--- src/rtl/lfs_pkg.sv ---
`timescale 1ns / 1ps
`default_nettype none

package lfs_pkg;

    localparam int SENSOR_W = 5;
    localparam int SPEED_W  = 6;
    localparam int TICK_W   = 16;
    localparam int LAST_W   = 5;
    localparam int SUM_W    = 7;

    localparam int IN_TDATA_W  = 8;
    localparam int OUT_TDATA_W = 24;

    localparam logic [SENSOR_W-1:0] CENTRE_ONLY  = 5'b00100;
    localparam logic [SENSOR_W-1:0] STOP_PATTERN = 5'b11011;

    localparam logic [TICK_W-1:0] CHANGE_TICKS_RESET = 16'd500;
    localparam logic [TICK_W-1:0] TICK_MAX           = 16'hFFFF;

    localparam logic [SUM_W-1:0] W_LOW  = 7'd4;
    localparam logic [SUM_W-1:0] W_MID  = 7'd12;
    localparam logic [SUM_W-1:0] W_FULL = 7'd16;

    localparam logic signed [SPEED_W-1:0] SPEED_MAX  = 6'sd16;
    localparam logic signed [SPEED_W-1:0] SPEED_BACK = -6'sd8;
    localparam logic signed [SPEED_W-1:0] SPEED_ZERO = 6'sd0;

    typedef enum logic [1:0] {
        DIR_CENTRE = 2'd0,
        DIR_LEFT   = 2'd1,
        DIR_RIGHT  = 2'd2,
        DIR_STOP   = 2'd3
    } dir_t;

    typedef logic signed [SPEED_W-1:0] speed_t;

    typedef struct packed {
        dir_t               direction;
        logic [TICK_W-1:0]  tick_count;
        logic [LAST_W-1:0]  last_left;
        logic [LAST_W-1:0]  last_right;
        logic               waiting_centre;
    } steer_state_t;

    typedef struct packed {
        dir_t   direction;
        logic   stop_both;
        logic   right_write;
        logic   left_write;
        speed_t right_speed;
        speed_t left_speed;
    } steer_result_t;

    localparam steer_state_t STATE_RESET = '{
        direction:      DIR_STOP,
        tick_count:     '0,
        last_left:      '0,
        last_right:     '0,
        waiting_centre: 1'b0
    };

endpackage

`default_nettype wire

--- src/rtl/lfs_steer.sv ---
`timescale 1ns / 1ps
`default_nettype none

module lfs_steer (
    input  wire logic [lfs_pkg::SENSOR_W-1:0] sensor_bits,
    input  wire logic [lfs_pkg::TICK_W-1:0]   change_ticks,
    input  wire lfs_pkg::steer_state_t        state_cur,
    output lfs_pkg::steer_state_t             state_next,
    output lfs_pkg::steer_result_t            result,
    output logic                              has_result
);
    import lfs_pkg::*;

    logic [TICK_W-1:0] tick_inc;
    logic              early;
    logic [SUM_W-1:0]  ls_sum;
    logic [SUM_W-1:0]  rs_sum;
    speed_t            ls_sat;
    speed_t            rs_sat;
    speed_t            ls;
    speed_t            rs;
    speed_t            piv_ls;
    speed_t            piv_rs;
    dir_t              dir_present;
    dir_t              dir_lost;
    dir_t              dir_new;
    logic              line_present;
    logic              stop_now;
    logic              wl;
    logic              wr;

    always_comb begin
        tick_inc = (state_cur.tick_count < TICK_MAX) ? state_cur.tick_count + 16'd1
                                                     : state_cur.tick_count;
        early    = tick_inc < change_ticks;

        ls_sum = (sensor_bits[0] ? W_LOW : '0)
               + (sensor_bits[1] ? (early ? W_MID : W_LOW) : '0)
               + (sensor_bits[2] ? W_FULL : '0)
               + (sensor_bits[3] ? (early ? W_LOW : W_MID) : '0)
               + (sensor_bits[4] ? W_FULL : '0);
        rs_sum = (sensor_bits[0] ? W_FULL : '0)
               + (sensor_bits[1] ? (early ? W_LOW : W_MID) : '0)
               + (sensor_bits[2] ? W_FULL : '0)
               + (sensor_bits[3] ? (early ? W_MID : W_LOW) : '0)
               + (sensor_bits[4] ? W_LOW : '0);
        ls_sat = (ls_sum > W_FULL) ? SPEED_MAX : speed_t'(ls_sum[SPEED_W-1:0]);
        rs_sat = (rs_sum > W_FULL) ? SPEED_MAX : speed_t'(rs_sum[SPEED_W-1:0]);

        if (sensor_bits == STOP_PATTERN) begin
            dir_present = DIR_STOP;
        end else if (sensor_bits[4] || sensor_bits[3]) begin
            dir_present = DIR_RIGHT;
        end else if (sensor_bits[2]) begin
            dir_present = DIR_CENTRE;
        end else begin
            dir_present = DIR_LEFT;
        end

        if (sensor_bits[4]) begin
            dir_lost = DIR_RIGHT;
        end else if (sensor_bits[0]) begin
            dir_lost = DIR_LEFT;
        end else if (sensor_bits[2]) begin
            dir_lost = DIR_CENTRE;
        end else begin
            dir_lost = state_cur.direction;
        end

        case (state_cur.direction)
            DIR_LEFT: begin
                piv_ls = SPEED_BACK;
                piv_rs = SPEED_MAX;
            end
            DIR_RIGHT: begin
                piv_ls = SPEED_MAX;
                piv_rs = SPEED_BACK;
            end
            default: begin
                piv_ls = SPEED_ZERO;
                piv_rs = SPEED_ZERO;
            end
        endcase

        line_present = (sensor_bits != '0) && (state_cur.direction != DIR_STOP);
        stop_now     = !state_cur.waiting_centre && !line_present
                       && (state_cur.direction == DIR_CENTRE
                           || state_cur.direction == DIR_STOP)
                       && (tick_inc > change_ticks);

        state_next = state_cur;
        has_result = 1'b1;
        ls         = piv_ls;
        rs         = piv_rs;
        dir_new    = dir_lost;

        if (state_cur.waiting_centre) begin
            has_result = (sensor_bits == CENTRE_ONLY);
            state_next.waiting_centre = !has_result;
        end else begin
            state_next.tick_count = tick_inc;
            if (line_present) begin
                ls      = ls_sat;
                rs      = rs_sat;
                dir_new = dir_present;
            end
        end

        wl = ls[LAST_W-1:0] != state_cur.last_left;
        wr = rs[LAST_W-1:0] != state_cur.last_right;

        if (stop_now) begin
            state_next.waiting_centre = 1'b1;
            result.left_speed  = SPEED_ZERO;
            result.right_speed = SPEED_ZERO;
            result.left_write  = 1'b0;
            result.right_write = 1'b0;
            result.stop_both   = 1'b1;
            result.direction   = state_cur.direction;
        end else begin
            if (has_result) begin
                state_next.direction  = dir_new;
                state_next.last_left  = ls[LAST_W-1:0];
                state_next.last_right = rs[LAST_W-1:0];
                if (wl || wr) begin
                    state_next.tick_count = '0;
                end
            end
            result.left_speed  = ls;
            result.right_speed = rs;
            result.left_write  = wl;
            result.right_write = wr;
            result.stop_both   = 1'b0;
            result.direction   = dir_new;
        end
    end

endmodule

`default_nettype wire

--- src/rtl/line_follower_steering.sv ---
`timescale 1ns / 1ps
`default_nettype none

// Line-follower steering. Each item on the s_ channel is one 5-bit line-sensor
// sample; each item on the m_ channel is a pair of motor commands with change
// flags, a stop flag and the direction state. A sample enters an input
// register, the steering logic and the direction/tick/last-command state are
// evaluated combinationally, and the result lands in an output register: one
// item per cycle sustained unless m_tready stalls the output. Samples taken
// while waiting for the centre-only pattern, other than it, give no result.
// Write change_ticks (reset 500) only while the block is idle.
module line_follower_steering (
    input  wire logic        aclk,
    input  wire logic        aresetn,
    input  wire logic        cfg_wr_en,
    input  wire logic [15:0] cfg_wr_data,
    input  wire logic        s_tvalid,
    output logic             s_tready,
    input  wire logic [7:0]  s_tdata,   // [4:0] sensor_bits, [7:5] zero
    output logic             m_tvalid,
    input  wire logic        m_tready,
    output logic [23:0]      m_tdata    // [5:0] left_speed, [11:6] right_speed,
                                        // [12] left_write, [13] right_write,
                                        // [14] stop_both, [16:15] direction_state,
                                        // [23:17] zero
);
    import lfs_pkg::*;

    logic [TICK_W-1:0]   change_ticks_reg;
    logic                in_valid_reg;
    logic [SENSOR_W-1:0] in_bits_reg;
    steer_state_t        state_reg;
    steer_state_t        state_next;
    steer_result_t       result;
    steer_result_t       out_reg;
    logic                out_valid_reg;
    logic                has_result;
    logic                fire;

    lfs_steer u_steer (
        .sensor_bits  (in_bits_reg),
        .change_ticks (change_ticks_reg),
        .state_cur    (state_reg),
        .state_next   (state_next),
        .result       (result),
        .has_result   (has_result)
    );

    assign fire     = in_valid_reg && (!has_result || !out_valid_reg || m_tready);
    assign s_tready = !in_valid_reg || fire;

    always_ff @(posedge aclk) begin
        if (!aresetn) begin
            change_ticks_reg <= CHANGE_TICKS_RESET;
            in_valid_reg     <= 1'b0;
            out_valid_reg    <= 1'b0;
            state_reg        <= STATE_RESET;
        end else begin
            if (cfg_wr_en) begin
                change_ticks_reg <= cfg_wr_data;
            end
            if (s_tvalid && s_tready) begin
                in_valid_reg <= 1'b1;
            end else if (fire) begin
                in_valid_reg <= 1'b0;
            end
            if (fire && has_result) begin
                out_valid_reg <= 1'b1;
            end else if (m_tready) begin
                out_valid_reg <= 1'b0;
            end
            if (fire) begin
                state_reg <= state_next;
            end
        end
    end

    always_ff @(posedge aclk) begin
        if (s_tvalid && s_tready) begin
            in_bits_reg <= s_tdata[SENSOR_W-1:0];
        end
        if (fire && has_result) begin
            out_reg <= result;
        end
    end

    assign m_tvalid = out_valid_reg;
    assign m_tdata  = {7'd0, out_reg};

endmodule

`default_nettype wire

--- config.mk ---
export PLATFORM = sky130hd
export DESIGN_NAME = line_follower_steering
export DESIGN_NICKNAME = d
export VERILOG_FILES = /design/src/rtl/lfs_pkg.sv /design/src/rtl/lfs_steer.sv /design/src/rtl/line_follower_steering.sv
export SDC_FILE = /design/constraint.sdc
export NUM_CORES = 1
export LEC_CHECK = 0
export BUFFER_PORTS_ARGS = -buffer_cell sky130_fd_sc_hd__clkbuf_2
export CAP_MARGIN = 20
export CORE_MARGIN = 2
export CORE_UTILIZATION = 55
export CTS_CLUSTER_SIZE = 30
export DETAILED_ROUTE_END_ITERATION = 6
export PLACE_DENSITY = 0.77
export SLEW_MARGIN = 20
export SYNTH_ARGS = -nofsm -noshare
export SYNTH_HDL_FRONTEND = slang
export SYNTH_SLANG_ARGS = --single-unit
--- constraint.sdc ---
create_clock -name aclk -period 14.76 [get_ports aclk]
set_clock_uncertainty 0.05 [all_clocks]
set_input_delay 2.952 -clock aclk [delete_from_list [all_inputs] [get_ports aclk]]
set_output_delay 2.952 -clock aclk [all_outputs]
set_load 0.05 [all_outputs]
==> impl_metrics.yaml, run 1 <==
run:
  cap_violations: 0
drt:
  antenna_left: 0
  wl_microns: 8820
  routed-via-count: 3248
  routedWlPerCell_microns: 15.3
  drc: 0
  via_per_inst: 5.64
  drt_iter0_markers: 145
  firstDrtPassIters: 4
grt:
  grt_max_degree: 33
  grt-ovfl-total: 0
  grt_util_all_layers_pct: 24.5
  grt_pass1_vias: 3236
  antenna_found_initial: 0
  grt_pass1_wl_microns: 14900
sta:
  max_freq_mhz: 147
  tightest_slew_ns: 0.946
  slew_viol_final: 0
  hold_viol_final: 0
  period_minus_slack_ns: 6.79
  setup_viol: 0
  finalCritPeriodShare_pct: 46.0
  rsz0062_at_grt: "no"
  fin_hold_ws_ns: 0.443
  slew_headroom_pct: 36.9
  finalSetupTns_ns: 0
pwr:
  p_int_uw: 303
  power_frac_comb_pct: 19.7
  clockPowerShare_pct: 37.3
  p_leak_uw: 0.00176
  power.density_nw_per_um2: 100
  p_switching_uw: 135
  ir_drop_uv: 54.9
  switching_share_pct: 30.8
  p_seq_share_pct: 43.0
hold_path:
  hold_start: "change_ticks_reg[4]"
  hp-class: "flop to flop"
worst_setup_path:
  cp_num_buf_inv: 1
  cp_data_required_time_ns: 14.98
  worst-setup-path-type: "flop to flop"
  cp-end-kind: "flop"
  crit_chain: "ha_1 > nand3_1 > or4_1 > or2_1 > nand2_1 > xnor2_1 > ha_1 > nand4_1 > a211oi_1 > o41ai_1 > nand2_1 > mux2_2 > ha_1 > inv_1 > fa_1 > nor4bb_1 > a32oi_1 > o22ai_1 > xnor2_1 > nand4_4 > a311oi_1"
  rr_startpoint: "state_reg[11]"
  crit_fanout: 21
  cp_slowest_cell: "or4_1"
  critical-path-top-delay-family: "simple AND/OR/NAND/NOR gates"
  cp_slowest_stage_delay_ns: 0.67
  crit_top_cell: "ha_1"
  critPathLaunch: "state_reg[11]"
  critPathLaunchType: "flop"
  cp_data_arrival_time_ns: 7.01
place:
  dp.cells: 560
  gp_congestion: 0.871
  port_buffers: 40
  dp_hpwl_microns: 6360
logic_synthesis:
  ys_ff_latch: 61
  ys_seq_area_share_pct: 35.4
  synth_area_per_cell_sq_um: 8.95
  postSynth.asyncResetShare_pct: 0
  synth_cell_type_count: 65
  yosys_most_used_dff: "dfxtp_1"
  ys_warn_count: 0
  synth_edf_count: 18
  synth_cells: 442
  synthesis.area_sq_um: 3960
clock_network:
  cts_tree: "done"
  clock-sinks: 61
  clkTransAtPathRegs_ns: 0.07
  cts_made_buffers: 9
  clk_latency_ns: 0.35
  clk_path_buf_depth: 2
  cts_hold_buffers: 0
  clock-root-buffer: "clkbuf_8"
  cts_resized: 0
  h-tree-depth: 3
  cts_setup_buffers: 0
cells_and_area:
  stdcell_count: 576
  nets: 535
  syn2layout_area_growth_pct: 10.4
  nFillCells: 589
  largest_register_ffs: 25
  drive_above_1_share_pct: 16.3
  antenna_cells: 0
floorplan:
  die_area_sq_um: 7890
  rows: 30
  coreArea_sq_um: 6870
  dieWidth_microns: 88.8
  initial_core_util_pct: 57.6
  num_io_pins: 55
  die_y_microns: 88.8
status:
  status: "finished, final reports clean"
==> layout by cell type, fill, tap and decap left out, drive strengths merged, types with 4 or more instances in the layout <==
| cell | n |
|---|---|
| a211oi | 15 |
| a21oi | 23 |
| and3 | 9 |
| clkbuf | 49 |
| clkinv | 4 |
| conb | 15 |
| dfxtp | 43 |
| edfxtp | 18 |
| fa | 4 |
| ha | 27 |
| inv | 37 |
| mux2 | 4 |
| mux2i | 14 |
| nand2 | 29 |
| nand2b | 5 |
| nand3 | 21 |
| nand4 | 10 |
| nor2 | 40 |
| nor3 | 7 |
| o211ai | 12 |
| o21ai | 16 |
| or2 | 4 |
| xnor2 | 19 |
==> cell families after synthesis <==
logic type                 after synthesis  synth area share (%)
muxes                                   18                  4.68
AOI/OAI and AO/OA                       97                  17.9
buffers and inverters                   70                  8.16
and+or+nand+nor                        141                  18.0
DFF                                     61                  35.4
xor gates and xnor gates                22                  5.06
adders and majority gates               31                  10.6
other                                    2                 0.190
==> through the flow <==
step	util (%)	total power (uW)	setup WS, ns	cell area [sq um]
after floorplan	-	261	8.22	4010
after global placement	60.5	274	7.97	4150
after detailed placement	60.5	277	7.96	4150
after global routing	63.6	457	7.45	4370
final	63.6	438	7.97	4370
after CTS	63.6	439	7.96	4370
==> cells in the mapped netlist (all sizes together) (3+ instances only) <==
cell type	count	area [sq um]
a211o	3	26.3
a211oi	15	148
a21boi	3	22.5
a21oi	23	115
and3	9	56.3
buf	20	135
clkbuf	12	45.0
dfxtp	43	861
edfxtp	18	541
fa	4	80.1
ha	27	338
inv	37	139
mux2	4	45.0
mux2i	14	140
nand2	29	109
nand2b	5	31.3
nand3	21	105
nand4	10	77.6
nor2	40	153
nor2b	3	18.8
nor3	7	40.0
nor4	3	18.8
o211ai	12	90.1
o21a	3	22.5
o21ai	16	95.1
or2	4	25.0
or4	3	22.5
xnor2	19	174
xor2	3	26.3
==> layer usage <==
metal / GRT usage (%) / part of all wire (%) / up-vias
li1: - / - / 1624
met1: 29.5 / 43 / 1489
met2: 41.5 / 48 / 110
met3: 4.94 / 5.6 / 25
met4: 12.4 / 3.8 / 0
met5: 0 / 0 / -
==> worst reg2reg max path, stage by stage, from the launching register on <==
cell and delay [ns]:
dfxtp_1 0.46, ha_1 0.28, nand3_1 0.13, or4_1 0.67
or2_1 0.51, nand2_1 0.17, xnor2_1 0.18, ha_1 0.30
nand4_1 0.17, a211oi_1 0.08, o41ai_1 0.55, nand2_1 0.21
mux2_2 0.33, ha_1 0.21, inv_1 0.08, fa_1 0.41
nor4bb_1 0.17, a32oi_1 0.49, o22ai_1 0.24, xnor2_1 0.34
nand4_4 0.34, a311oi_1 0.35
==> power by group through the flow <==
stage | combinational [uW] | clock, uW | sequential, uW
2_1_floorplan | 60.9 | 0 | 200
3_3_place_gp | 82.3 | 0 | 192
3_5_place_dp | 85.0 | 0 | 192
4_1_cts | 85.7 | 164 | 189
5_1_grt | 94.6 | 172 | 190
6_report | 86.2 | 164 | 189
==> path summary, 6_finish.rpt <==
kind,endpoint,slack (ns),cells past startpoint
worst min register to register,change_ticks_reg[4],0.44,2
worst min-delay path,change_ticks_reg[4],0.44,2
worst max register to register,state_reg[12],7.97,21
worst max-delay path,state_reg[12],7.97,21
==> area by class of cell <==
type	instances	area (sq um)	area share, %
clock buffer	9	124	2.84
clock inverter	7	90.1	2.06
inverter	38	143	3.27
multi-input combinational	324	2280	52.2
sequential	61	1400	32.1
tap	96	120	2.75
timing repair buffer	41	208	4.76
(Power assumes the default switching activity.)
==> run 2: changes to the inputs <==
--- a/config.mk
+++ b/config.mk
@@ -8,10 +8,10 @@
 export BUFFER_PORTS_ARGS = -buffer_cell sky130_fd_sc_hd__clkbuf_2
 export CAP_MARGIN = 20
 export CORE_MARGIN = 2
-export CORE_UTILIZATION = 55
+export CORE_UTILIZATION = 52
 export CTS_CLUSTER_SIZE = 30
 export DETAILED_ROUTE_END_ITERATION = 6
-export PLACE_DENSITY = 0.77
+export PLACE_DENSITY = 0.76
 export SLEW_MARGIN = 20
 export SYNTH_ARGS = -nofsm -noshare
 export SYNTH_HDL_FRONTEND = slang
==> constraint.sdc (replaced) <==
create_clock -name aclk -period 6 [get_ports aclk]
set_clock_uncertainty 0.05 [all_clocks]
set_input_delay 1.2 -clock aclk [delete_from_list [all_inputs] [get_ports aclk]]
set_output_delay 1.2 -clock aclk [all_outputs]
set_load 0.05 [all_outputs]
==> run 2 against run 1 <==
Worst setup slack got worse by 7.6 ns. Die area increased by 5.5%. Combinational power increased to 2.7 times the previous value. Fmax increased by 20%. Count of clock-buffer cells in the layout increased by 7. Global-route usage decreased by 2.0 points. Non-clock buffer count increased by 21. Sequential share of layout area decreased by 1.3 points. Clock power increased by 110%. First-iteration DRC count increased by 15%. Critical path type unchanged. Largest cell class unchanged. Largest power group unchanged.
==> impl_metrics.yaml, run 2 (synthesis results as in run 1) <==
pwr:
  p_leak_uw: 0.00187
  ir_drop_uv: 160
  switching_share_pct: 30.2
  power_frac_comb_pct: 22.0
  p_switching_uw: 314
  p_int_uw: 726
  p_seq_share_pct: 44.5
  power.density_nw_per_um2: 229
  clockPowerShare_pct: 33.5
cells_and_area:
  utilization_pct: 62.3
  largest_register_ffs: 25
  drive_above_1_share_pct: 20.0
  final_cell_mix: "dfxtp_1, clkbuf_2, nor2_1"
  syn2layout_area_growth_pct: 14.9
  final_common_cell: "dfxtp_1"
  nets: 556
  antenna_cells: 0
sta:
  hold_viol_final: 0
  finalSetupTns_ns: 0
  finalCritPeriodShare_pct: 94.5
  tightest_slew_ns: 0.826
  worst_slack_ns: 0.328
  setup_viol: 0
  rsz0062_at_grt: "no"
  slew_viol_final: 0
  max_freq_mhz: 176
  slew_headroom_pct: 44.9
  period_minus_slack_ns: 5.67
worst_setup_path:
  cp_data_arrival_time_ns: 5.87
  cp_data_required_time_ns: 6.20
  critPathLaunchType: "flop"
  cp-end-kind: "flop"
  crit_fanout: 16
  worst-setup-path-type: "flop to flop"
drt:
  routedWlPerCell_microns: 14.6
  via_per_inst: 5.58
  firstDrtPassIters: 5
  routed-via-count: 3350
  wl_microns: 8780
  antenna_left: 0
  drt_iter0_markers: 167
  drc: 0
clock_network:
  clock-root-buffer: "clkbuf_8"
  clk_path_buf_depth: 2
  cts_made_buffers: 9
  h-tree-depth: 3
  clkTransAtPathRegs_ns: 0.07
  cts_setup_buffers: 0
  cts_tree: "done"
  clock-sinks: 61
  clk_latency_ns: 0.34
grt:
  grt_util_all_layers_pct: 22.5
  grt_max_degree: 34
  antenna_found_initial: 0
  grt_pass1_vias: 3260
  grt_pass1_wl_microns: 14900
  busiest_layer: "met2"
  met3_usage_pct: 4.90
  gr-usage-met2_pct: 38.6
  gr-usage-met1_pct: 27.4
  grt-ovfl-total: 0
place:
  port_buffers: 40
  place_ws_ns: 0.203
  gp_congestion: 0.902
  dp_hpwl_microns: 6550
floorplan:
  dieWidth_microns: 91.2
  rows: 31
  num_io_pins: 55
  initial_core_util_pct: 54.3
  die_area_sq_um: 8320
  die_y_microns: 91.2
  coreArea_sq_um: 7290
run:
  cap_violations: 0
status:
  status: "finished, final reports clean"
hold_path:
  hp-class: "flop to flop"
-- run 2: changes by cell type in the layout (fill, tap and decap cells not counted), sizes merged --
| cell | before | now |
|---|---|---|
| bufinv | 2 | 0 |
| clkinv | 4 | 1 |
| clkinvlp | 2 | 0 |
| clkbuf | 49 | 56 |
| buf | 1 | 22 |
-- run 2: layout make-up --
class                   count  area, sq um
flip-flops and latches     61         1400
multi-input cells         324         2310
repair buffers             62          378
well taps                  99          124
clock buffers              16          191
fillers                   631         2750
inverters                  38          143
-- run 2: worst paths after layout --
path | end | cells past startpoint | slack (ns) | start
hold / removal | change_ticks_reg[3] | 2 | 0.44 | change_ticks_reg[3]
setup reg to reg | state_reg[12] | 22 | 0.33 | state_reg[12]
setup / recovery | state_reg[12] | 22 | 0.33 | state_reg[12]
hold reg to reg | change_ticks_reg[3] | 2 | 0.44 | change_ticks_reg[3]
-- run 2: timing repair --
item | in CTS | in global routing
hold buffers | 0 | 0
gates resized for setup | 0 | 5
endpoints found under the setup margin | 0 | 16
-- run 2: per-layer routing --
metal / routed length [microns] / part of all wire [%]
met4: 198 / 2.3
met1: 3780 / 43
met2: 4350 / 50
met5: 0 / 0
met3: 450 / 5.1
-- run 2: power groups by stage --
stage / clock network, uW / logic [uW] / registers [uW]
3_3_place_gp: 0 / 218 / 471
2_1_floorplan: 0 / 150 / 491
3_5_place_dp: 0 / 225 / 472
5_1_grt: 374 / 251 / 465
6_report: 348 / 229 / 463
4_1_cts: 356 / 227 / 463
-- run 2: worst max-delay path, stage by stage, from the launching register on --
cell and delay (ns):
dfxtp_1 0.34, ha_1 0.17, nand3_1 0.11, or4_1 0.57
or2_4 0.31, mux2_2 0.30, ha_1 0.31, nand2b_1 0.06
a211oi_1 0.32, o41ai_2 0.14, buf_4 0.15, nand2_1 0.12
mux2_2 0.35, ha_1 0.21, inv_1 0.08, fa_1 0.40
nor4bb_1 0.15, a32oi_1 0.30, o22ai_1 0.20, xnor2_1 0.34
nand4_4 0.16, buf_12 0.18, a311oi_2 0.24
-- run 2: stage by stage --
step	hold slack [ns]	instance area, sq um	std cells	total power, uW
global route	0.476	4540	600	1090
global placement	0.425	4330	584	689
floorplan	0.410	4010	455	641
detailed placement	0.434	4330	584	697
CTS	0.450	4520	600	1050
finish	0.440	4540	600	1040
==> run 3: changes to the inputs <==
--- a/config.mk
+++ b/config.mk
@@ -8,10 +8,10 @@
 export BUFFER_PORTS_ARGS = -buffer_cell sky130_fd_sc_hd__clkbuf_2
 export CAP_MARGIN = 20
 export CORE_MARGIN = 2
-export CORE_UTILIZATION = 52
+export CORE_UTILIZATION = 55
 export CTS_CLUSTER_SIZE = 30
 export DETAILED_ROUTE_END_ITERATION = 6
-export PLACE_DENSITY = 0.76
+export PLACE_DENSITY = 0.77
 export SLEW_MARGIN = 20
 export SYNTH_ARGS = -nofsm -noshare
 export SYNTH_HDL_FRONTEND = slang
==> constraint.sdc (replaced) <==
create_clock -name aclk -period 5.6 [get_ports aclk]
set_clock_uncertainty 0.05 [all_clocks]
set_input_delay 1.12 -clock aclk [delete_from_list [all_inputs] [get_ports aclk]]
set_output_delay 1.12 -clock aclk [all_outputs]
set_load 0.05 [all_outputs]
==> run 3 against run 2 <==
Final area increased by 6.7%. Non-clock buffer count increased by 16. Fmax increased by 4.3%. Flip-flop and latch count unchanged. Worst hold slack got worse by 0.00058 ns. Critical path depth increased by 1. Global-route usage increased by 3.7 points. Register-to-register slack got worse by 0.17 ns. Combinational power increased by 25%. Cell count increased by 2.2%. Routed wire length increased by 9.6%. Critical endpoint is now state_reg[15]. Largest cell class unchanged.
==> impl_metrics.yaml, run 3 (synthesis results as in run 1) <==
pwr:
  ir_drop_uv: 139
  power.density_nw_per_um2: 248
  p_total_uw: 1200
  p_leak_uw: 0.00199
worst_setup_path:
  cp_num_buf_inv: 3
  cp_slowest_stage_delay_ns: 0.53
  worst-setup-path-type: "flop to flop"
  crit_fanout: 10
  crit_chain: "ha_4 > nand3_2 > or4_4 > or2_4 > nand2_1 > xnor2_1 > ha_1 > a211oi_2 > nor2_1 > o41ai_2 > buf_4 > nand2_2 > o21ai_0 > ha_1 > inv_1 > fa_1 > nor4bb_4 > a32oi_2 > o2bb2ai_2 > xnor2_2 > nand4_4 > buf_8 > a211oi_2"
  cp-end-kind: "flop"
  critical-path-top-delay-family: "simple AND/OR/NAND/NOR gates"
  cp_slowest_cell: "or4_4"
  cp_data_required_time_ns: 5.81
  critPathLaunchType: "flop"
  cp_data_arrival_time_ns: 5.65
clock_network:
  clkTransAtPathRegs_ns: 0.08
  cts_hold_buffers: 0
  cts_made_buffers: 9
  cts_tree: "done"
  clock-sinks: 61
  clock-root-buffer: "clkbuf_8"
  clk_latency_ns: 0.35
  h-tree-depth: 3
  clk_path_buf_depth: 2
grt:
  antenna_found_initial: 0
  grt_max_degree: 33
  grt_util_all_layers_pct: 26.2
  grt_pass1_wl_microns: 15900
  grt-ovfl-total: 0
  grt_pass1_vias: 3459
cells_and_area:
  final_cell_mix: "dfxtp_1, clkbuf_2, nor2_1"
  drive_above_1_share_pct: 27.1
  utilization_pct: 70.6
  fin_area_sq_um: 4850
  largest_register_ffs: 25
  nets: 572
  final_common_cell: "dfxtp_1"
  syn2layout_area_growth_pct: 22.6
  antenna_cells: 0
sta:
  slew_viol_final: 0
  max_freq_mhz: 184
  slew_headroom_pct: 51.2
  setup_viol: 0
  hold_viol_final: 0
  finalSetupTns_ns: 0
  tightest_slew_ns: 0.725
  finalCritPeriodShare_pct: 97.1
  period_minus_slack_ns: 5.44
run:
  cap_violations: 0
drt:
  drt_iter0_markers: 150
  routedWlPerCell_microns: 15.7
  wl_microns: 9620
  wl_met1_microns: 3890
  wl_met2_microns: 4820
  drc: 0
  firstDrtPassIters: 5
  met3_length_microns: 576
  antenna_left: 0
  routed-via-count: 3538
  via_per_inst: 5.77
  top_layer_used: "met4"
floorplan:
  dieWidth_microns: 88.8
  coreArea_sq_um: 6870
  rows: 30
  num_io_pins: 55
  die_area_sq_um: 7890
  die_y_microns: 88.8
  initial_core_util_pct: 57.6
hold_path:
  hp-class: "flop to flop"
status:
  status: "finished, final reports clean"
place:
  gp_congestion: 0.880
  port_buffers: 40
  dp_hpwl_microns: 6720
  placed_cell_area_sq_um: 4380
## run 3: path summary, 6_finish.rpt
kind | start | slack (ns) | cells past startpoint | to
worst max-delay path | state_reg[11] | 0.16 | 23 | state_reg[15]
worst min register to register | change_ticks_reg[15] | 0.44 | 2 | change_ticks_reg[15]
worst max register to register | state_reg[11] | 0.16 | 23 | state_reg[15]
worst min-delay path | change_ticks_reg[15] | 0.44 | 2 | change_ticks_reg[15]
## run 3: through the flow
stage	setup WS, ns	instances	hold slack [ns]
final	0.162	613	0.440
after global routing	-0.102	613	0.477
after CTS	0.0248	609	0.447
after detailed placement	-0.276	590	0.432
after global placement	-0.0435	590	0.425
after floorplan	0.00451	455	0.410
## run 3: where the power goes
group          internal, uW  switching (uW)  leakage (uW)
clock network           244             177      0.000105
registers               481            16.3      0.000523
logic                   108             178       0.00137
total                   833             372       0.00199
## run 3: worst min-delay path, delay by kind of cell, from the launching register on
kind / cells / cell delay [ns]
DFF: 1 / 0.32
muxes: 1 / 0.06
and+or+nand+nor: 1 / 0.07
## run 3: area by class of cell
class | instances | area, sq um
Multi-Input combinational cell | 324 | 2470
Fill cell | 545 | 2020
Inverter | 38 | 143
Clock buffer | 13 | 170
Sequential cell | 61 | 1400
Clock inverter | 3 | 42.5
Timing Repair Buffer | 78 | 498
Tap cell | 96 | 120
## run 3: per-layer routing
layer	up-vias	global-route usage, %
li1	1691	-
met1	1666	31.5
met2	148	43.6
met3	33	4.48
met4	0	15.7
met5	-	0
## run 3: what timing repair did
action                     CTS  global route
buffers inserted             3             4
pin swaps                    7            15
gates resized for setup     12            29
setup endpoints to repair   17            21
